## src/hw/rtl/pcs_pkg.sv

```systemverilog
// Shared constants for the PUCT child select block.
package pcs_pkg;
	localparam int SCORE_W = 32;
	localparam logic signed [SCORE_W-1:0] SCORE_MIN = {1'b1, {(SCORE_W-1){1'b0}}};
	localparam logic signed [SCORE_W-1:0] SCORE_MAX = {1'b0, {(SCORE_W-1){1'b1}}};
	localparam logic [15:0] GAIN_RESET = 16'd256;
	localparam logic CFG_EXPLORE = 1'b0;
	localparam logic CFG_VLOSS = 1'b1;
endpackage

```

## src/hw/rtl/pcs_sqrt.sv

```systemverilog
// Bit-serial integer square root, two radicand bits per cycle.
module pcs_sqrt #(
	parameter int IN_W = 54,
	parameter int OUT_W = 27
) (
	input  logic             clk,
	input  logic             arst_n,
	input  logic             start,
	input  logic [IN_W-1:0]  radicand,
	output logic             done,
	output logic [OUT_W-1:0] root
);
	localparam int CNT_W = $clog2(OUT_W + 1);
	logic [IN_W-1:0]  rad_q;
	logic [OUT_W+1:0] rem_q;
	logic [OUT_W-1:0] root_q;
	logic [CNT_W-1:0] cnt_q;
	logic             busy_q;
	logic [OUT_W+1:0] trial;
	logic [OUT_W+1:0] shifted;

	assign shifted = {rem_q[OUT_W-1:0], rad_q[IN_W-1 -: 2]};
	assign trial = shifted - {root_q, 2'b01};

	always_ff @(posedge clk or negedge arst_n) begin
		if (!arst_n) begin
			busy_q <= 1'b0;
			done <= 1'b0;
			cnt_q <= '0;
		end else begin
			done <= 1'b0;
			if (start) begin
				busy_q <= 1'b1;
				cnt_q <= CNT_W'(OUT_W);
			end else if (busy_q) begin
				cnt_q <= cnt_q - 1'b1;
				if (cnt_q == CNT_W'(1)) begin
					busy_q <= 1'b0;
					done <= 1'b1;
				end
			end
		end
	end

	always_ff @(posedge clk) begin
		if (start) begin
			rad_q <= radicand;
			rem_q <= '0;
			root_q <= '0;
		end else if (busy_q) begin
			rad_q <= {rad_q[IN_W-3:0], 2'b00};
			if (!trial[OUT_W+1]) begin
				rem_q <= trial;
				root_q <= {root_q[OUT_W-2:0], 1'b1};
			end else begin
				rem_q <= shifted;
				root_q <= {root_q[OUT_W-2:0], 1'b0};
			end
		end
	end

	assign root = root_q;
endmodule

```

## src/hw/rtl/pcs_div.sv

```systemverilog
// Bit-serial restoring unsigned divider, one quotient bit per cycle.
module pcs_div #(
	parameter int NUM_W = 75,
	parameter int DEN_W = 33
) (
	input  logic             clk,
	input  logic             arst_n,
	input  logic             start,
	input  logic [NUM_W-1:0] numer,
	input  logic [DEN_W-1:0] denom,
	output logic             done,
	output logic [NUM_W-1:0] quot
);
	localparam int CNT_W = $clog2(NUM_W + 1);
	logic [NUM_W-1:0] q_q;
	logic [DEN_W-1:0] d_q;
	logic [DEN_W:0]   r_q;
	logic [CNT_W-1:0] cnt_q;
	logic             busy_q;
	logic [DEN_W:0]   sh;
	logic [DEN_W+1:0] diff;

	assign sh = {r_q[DEN_W-1:0], q_q[NUM_W-1]};
	assign diff = {1'b0, sh} - {2'b00, d_q};

	always_ff @(posedge clk or negedge arst_n) begin
		if (!arst_n) begin
			busy_q <= 1'b0;
			done <= 1'b0;
			cnt_q <= '0;
		end else begin
			done <= 1'b0;
			if (start) begin
				busy_q <= 1'b1;
				cnt_q <= CNT_W'(NUM_W);
			end else if (busy_q) begin
				cnt_q <= cnt_q - 1'b1;
				if (cnt_q == CNT_W'(1)) begin
					busy_q <= 1'b0;
					done <= 1'b1;
				end
			end
		end
	end

	always_ff @(posedge clk) begin
		if (start) begin
			q_q <= numer;
			d_q <= denom;
			r_q <= '0;
		end else if (busy_q) begin
			if (!diff[DEN_W+1]) begin
				r_q <= diff[DEN_W:0];
				q_q <= {q_q[NUM_W-2:0], 1'b1};
			end else begin
				r_q <= sh;
				q_q <= {q_q[NUM_W-2:0], 1'b0};
			end
		end
	end

	assign quot = q_q;
endmodule

```

## src/hw/rtl/puct_child_select_top.sv

```systemverilog
// Top level: PUCT score per child with running best and per-node result.
// Each child runs a serial square root, then two serial divides (one with zero child
// visits), then the running-best update; one child at a time, and a node result
// holds the block until out_ready.
// Reset clears gains to 1.0, best score to the minimum and best action to 0.
module puct_child_select_top #(
	parameter int ACTION_BITS = 11,
	parameter int VISIT_BITS = 20
) (
	input  logic                   clk,
	input  logic                   arst_n,
	input  logic                   in_valid,
	output logic                   in_ready,
	input  logic [ACTION_BITS-1:0] action_id,
	input  logic [15:0]            prior_prob,
	input  logic [VISIT_BITS-1:0]  child_visits,
	input  logic signed [15:0]     mean_value,
	input  logic signed [9:0]      pending_loss,
	input  logic [VISIT_BITS-1:0]  parent_visits,
	input  logic                   last_child,
	output logic                   out_valid,
	input  logic                   out_ready,
	output logic [ACTION_BITS-1:0] pick_action,
	output logic signed [31:0]     best_score,
	input  logic                   cfg_valid,
	output logic                   cfg_ready,
	input  logic                   cfg_index,
	input  logic [15:0]            cfg_data
);
	localparam int RAD_W = 2 * ((VISIT_BITS + 1 + 16 + 1) / 2);
	localparam int ROOT_W = RAD_W / 2;
	localparam int NUM_W = 32 + ROOT_W;
	localparam int DEN_W = VISIT_BITS + 1;
	localparam int W = NUM_W + 2;

	typedef enum logic [2:0] {IDLE, ROOT, DIV_U, DIV_T, ACC, HOLD} state_t;
	state_t state_q;
	logic [15:0] eg_q, vg_q;
	logic [ACTION_BITS-1:0] act_q, bact_q;
	logic [15:0] prior_q;
	logic [VISIT_BITS-1:0] vis_q;
	logic signed [15:0] mv_q;
	logic signed [9:0] pl_q;
	logic last_q;
	logic signed [31:0] bsc_q;
	logic [NUM_W-1:0] u_q;
	logic [31:0] mul_q;

	logic sq_start, sq_done, dv_start, dv_done;
	logic [ROOT_W-1:0] root;
	logic [NUM_W-1:0] numer, quot;
	logic [DEN_W-1:0] denom;
	logic [9:0] mag;

	assign in_ready = (state_q == IDLE);
	assign cfg_ready = (state_q == IDLE);
	assign mag = pl_q[9] ? 10'(-pl_q) : pl_q;

	pcs_sqrt #(.IN_W(RAD_W), .OUT_W(ROOT_W)) u_sqrt (
		.clk, .arst_n, .start(sq_start),
		.radicand(RAD_W'({({1'b0, parent_visits} + 1'b1), 16'h0000})),
		.done(sq_done), .root
	);
	pcs_div #(.NUM_W(NUM_W), .DEN_W(DEN_W)) u_div (
		.clk, .arst_n, .start(dv_start), .numer, .denom,
		.done(dv_done), .quot
	);

	assign sq_start = in_valid && in_ready;
	always_comb begin
		dv_start = 1'b0;
		numer = NUM_W'(mul_q) * NUM_W'(root);
		denom = DEN_W'(vis_q) + 1'b1;
		if (state_q == ROOT && sq_done) dv_start = 1'b1;
		if (state_q == DIV_U && dv_done && vis_q != '0) begin
			dv_start = 1'b1;
		end
		if (state_q == DIV_U) begin
			numer = NUM_W'({vg_q * 26'(mag), 8'h00});
			denom = DEN_W'(vis_q);
		end
	end

	logic signed [W-1:0] sc_raw, u_s, t_s;
	logic signed [31:0] sc_sat;
	always_comb begin
		u_s = W'(u_q >> 16);
		t_s = pl_q[9] ? -W'(quot) : W'(quot);
		sc_raw = (vis_q == '0) ? u_s : u_s + W'(mv_q) * 2 - t_s;
		if (sc_raw > W'(pcs_pkg::SCORE_MAX)) sc_sat = pcs_pkg::SCORE_MAX;
		else if (sc_raw < W'(pcs_pkg::SCORE_MIN)) sc_sat = pcs_pkg::SCORE_MIN;
		else sc_sat = 32'(sc_raw);
	end

	always_ff @(posedge clk or negedge arst_n) begin
		if (!arst_n) begin
			state_q <= IDLE;
			eg_q <= pcs_pkg::GAIN_RESET;
			vg_q <= pcs_pkg::GAIN_RESET;
			bsc_q <= pcs_pkg::SCORE_MIN;
			bact_q <= '0;
			out_valid <= 1'b0;
			best_score <= '0;
			pick_action <= '0;
		end else begin
			case (state_q)
				IDLE: begin
					if (cfg_valid) begin
						if (cfg_index == pcs_pkg::CFG_EXPLORE) eg_q <= cfg_data;
						else vg_q <= cfg_data;
					end
					if (in_valid) state_q <= ROOT;
				end
				ROOT: if (sq_done) state_q <= DIV_U;
				DIV_U: if (dv_done) state_q <= (vis_q == '0) ? ACC : DIV_T;
				DIV_T: if (dv_done) state_q <= ACC;
				ACC: begin
					if (last_q) begin
						out_valid <= 1'b1;
						bsc_q <= pcs_pkg::SCORE_MIN;
						bact_q <= '0;
						state_q <= HOLD;
						if (sc_sat > bsc_q) begin
							best_score <= sc_sat;
							pick_action <= act_q;
						end else begin
							best_score <= bsc_q;
							pick_action <= bact_q;
						end
					end else begin
						if (sc_sat > bsc_q) begin
							bsc_q <= sc_sat;
							bact_q <= act_q;
						end
						state_q <= IDLE;
					end
				end
				HOLD: begin
					if (out_ready) begin
						out_valid <= 1'b0;
						state_q <= IDLE;
					end
				end
				default: state_q <= IDLE;
			endcase
		end
	end

	always_ff @(posedge clk) begin
		if (sq_start) begin
			act_q <= action_id;
			prior_q <= prior_prob;
			vis_q <= child_visits;
			mv_q <= mean_value;
			pl_q <= pending_loss;
			last_q <= last_child;
		end
		if (state_q == ROOT) mul_q <= eg_q * prior_q;
		if (state_q == DIV_U && dv_done) u_q <= quot;
	end
endmodule

```

## config.mk

```make
export PLATFORM = sky130hd
export DESIGN_NAME = puct_child_select_top
export DESIGN_NICKNAME = d
export VERILOG_FILES = /design/src/hw/rtl/pcs_pkg.sv /design/src/hw/rtl/pcs_sqrt.sv /design/src/hw/rtl/pcs_div.sv /design/src/hw/rtl/puct_child_select_top.sv
export SDC_FILE = /design/constraint.sdc
export NUM_CORES = 2
export LEC_CHECK = 0
export BUFFER_PORTS_ARGS = -buffer_cell sky130_fd_sc_hd__buf_2
export CAP_MARGIN = 25
export CORE_ASPECT_RATIO = 0.75
export CORE_MARGIN = 2
export CORE_UTILIZATION = 35
export DETAILED_ROUTE_END_ITERATION = 7
export GPL_TIMING_DRIVEN = 0
export PLACE_DENSITY_LB_ADDON = 0.12
export SLEW_MARGIN = 10
export SYNTH_ARGS = -nofsm -noshare
export SYNTH_HDL_FRONTEND = slang
export SYNTH_HIERARCHICAL = 1
export SYNTH_SLANG_ARGS = --single-unit
```

## constraint.sdc

```tcl
create_clock -name clk -period 24.5 [get_ports clk]
set_input_delay 4.9 -clock clk [delete_from_list [all_inputs] [get_ports clk]]
set_output_delay 4.9 -clock clk [all_outputs]
set_load 0.1 [all_outputs]
```

==> flow_summary.json <==
{
  "worst_setup_path_end_kind": "flip-flop",
  "grt.total_usage_pct": 22.0,
  "setup_viol": 0,
  "cts_tree": "built",
  "clock_sinks": 447,
  "syn2layout_area_growth_pct": 9.66,
  "ys_seq_area_share_pct": 20.6,
  "vias": 44800,
  "via_per_inst": 5.06,
  "ys.warnings.count": 6,
  "yosys-top-cells-area": "fa_1 (29%), edfxtp_1 (13%), ha_1 (9.6%)",
  "htreeDepth": 2,
  "syn_avg_cell_area_um2": 9.32,
  "slowest_stage": "or4_4",
  "synth_ff_type": "edfxtp_1",
  "grt_pass1_vias": 45700,
  "relSlewSlack_pct": 25.1,
  "fmaxAchievable_mhz": 82.2,
  "place_hpwl_um": 156000,
  "dieArea_um2": 172000,
  "critPathKind": "reg2reg",
  "dr.pass1.iters": 6,
  "grt_overflow": 0,
  "nets": 7981,
  "cts-root-buf": "clkbuf_16",
  "min_path_type": "reg2reg",
  "drive_above_1_share_pct": 7.23,
  "rsz0062_at_grt": "no",
  "grt_start_max_net_pins": 85,
  "crit_fanout": 10,
  "start_kind": "flip-flop",
  "cp_slowest_stage_delay_ps": 600,
  "start_util_pct": 35.2,
  "synth_enable_flop_cells": 251,
  "slew_violations": 0,
  "drt_wl_total_um": 188000,
  "arrival_ps": 12680,
  "ioPinCount": 162,
  "ctsHoldBuffers": 0,
  "yosysUniqueCellTypes": 105,
  "grt_first_pass_wirelength_um": 289000,
  "core_um2": 167000,
  "yosys.area.top_type": "fa_1",
  "die_h_um": 359,
  "final_util_pct": 38.6,
  "io_buffers": 161,
  "synth_area_um2": 58900,
  "maxCapViolations": 0,
  "drtIter0Drc": 3505,
  "layout_common_cells": "nand2_1 (1,069), inv_1 (954), fa_1 (849)",
  "async_flop_share_pct": 30.6,
  "final_common_cell": "nand2_1",
  "drcViolationCount": 0,
  "antenna_found_initial": 11,
  "worst_slew_pin_slew_ps": 1110,
  "cts_buffer_depth": 3,
  "place.gp.congestion": 0.891,
  "cpMostUsedCell": "o21a_1",
  "setup-tns-final_ps": 0,
  "post_cts_resized": 0,
  "min_period_ps": 12170,
  "rows": 130,
  "final_hold_viol_count": 0,
  "cts_setup_buffers": 0,
  "die_w_um": 478,
  "cp.required_ps": 25010,
  "worstSkewPairLatency_ps": 680,
  "synth_seq_cells": 447,
  "outcome": "finished, final reports clean",
  "syn_inst": 6316,
  "ant_nets": 0,
  "cts_buffers": 52,
  "routedWlPerCell_um": 21.3,
  "synth_top_cell_area_share_pct": 28.9,
  "clk_pin_slew_ps": 80,
  "fin_worst_skew_ps": 52.5,
  "fin_crit_sh_pct": 49.7
}
==> cells in the mapped netlist, drive strengths merged, types with 7 or more instances <==
master / instances
a41oi: 8
nor3: 44
o211ai: 54
nor4: 16
xor2: 120
o22ai: 30
o21bai: 34
edfxtp: 251
a2111oi: 10
buf: 47
nor2b: 71
o31ai: 34
a31oi: 24
inv: 957
fa: 849
or2: 10
a211oi: 27
o311ai: 7
nand2: 1069
nor4b: 9
a211o: 13
and2: 303
dfrtp: 134
or4: 13
nand4: 58
ha: 451
o21ai: 186
mux2i: 25
a21o: 119
nand2b: 42
o41ai: 14
xnor2: 139
a21oi: 238
or3: 27
mux2: 119
a311oi: 26
nor2: 195
clkbuf: 270
dfxtp: 59
o21a: 29
nand3: 63
and3: 34
==> layer usage <==
metal  up-vias  track usage, %  part of all wire (%)
met3       174            5.10                   8.0
met1     22400            34.8                    51
li1      20900               -                     -
met4         4            4.10                   1.9
met2      1333            30.3                    39
met5         -               0                 0.014
==> through the flow <==
| step | hold WS (ps) | cell area (µm²) | setup WS, ps | std cells |
|---|---|---|---|---|
| after floorplan | 437 | 58900 | 14930 | 6332 |
| after CTS | 478 | 64500 | 12330 | 8849 |
| after global placement | 456 | 62500 | 12310 | 8737 |
| final | 474 | 64600 | 12330 | 8856 |
| after detailed placement | 463 | 62800 | 12410 | 8751 |
| after global routing | 495 | 64600 | 11560 | 8854 |
==> sequential cells by signal, indices dropped and copies added, names as in the netlist, 3 cells and up <==
| signal | flops |
|---|---|
| u_div/r_q | 21 |
| eg_q | 16 |
| u_sqrt/cnt_q | 5 |
| pl_q | 10 |
| best_score | 32 |
| u_q | 35 |
| bsc_q | 32 |
| u_div/quot | 51 |
| u_sqrt/root | 19 |
| u_div/cnt_q | 6 |
| vg_q | 16 |
| vis_q | 20 |
| prior_q | 16 |
| pick_action | 11 |
| u_sqrt/rad_q | 38 |
| u_sqrt/rem_q | 19 |
| bact_q | 11 |
| u_div/d_q | 21 |
| mv_q | 16 |
| state_q | 3 |
| mul_q | 32 |
| act_q | 11 |
==> worst max-delay path, delay by kind of cell, from the launching register on <==
kind            cells  cell delay [ps]
buf+inv             4             1560
flops               1              500
xor+xnor            2              370
fa+ha+maj           3              850
simple gates       15             4520
compound gates     19             4140
==> path summary, 6_finish.rpt <==
path / startpoint / endpoint / slack, ps / depth (start not counted)
max in group asynchronous: arst_n / eg_q[13] / 19370 / 2
min reg2reg: bact_q[1] / bact_q[1] / 470 / 2
max: u_div/quot[6] / bsc_q[25] / 12330 / 43
min: bact_q[1] / bact_q[1] / 470 / 2
min in group asynchronous: arst_n / best_score[14] / 4140 / 1
max reg2reg: u_div/quot[6] / bsc_q[25] / 12330 / 43
==> cell families after synthesis <==
family                   count (synthesis)  synth area share (%)
XOR/XNOR                               259                  3.85
buffers and inverters                 1276                  8.34
other                                    1               0.00637
adder cells (fa/ha/maj)               1300                  38.5
AO/OA/AOI/OAI                          916                  10.4
multiplexers                           144                  2.70
flip-flops                             447                  20.6
AND/OR/NAND/NOR                       1973                  15.6
==> layout make-up <==
type                    count  area, µm²
inverters                 957       3590
fillers                 17200     103000
multi-input cells        4609      41900
flip-flops and latches    447      12200
well taps                2244       2810
plain buffers             319       1320
diodes                      3       7.51
clock inverters            28        267
repair buffers            179       1070
clock buffers              70       1450
Power is not shown: default switching activity piles up to over one toggle a cycle in this logic, so the estimate is an artifact.
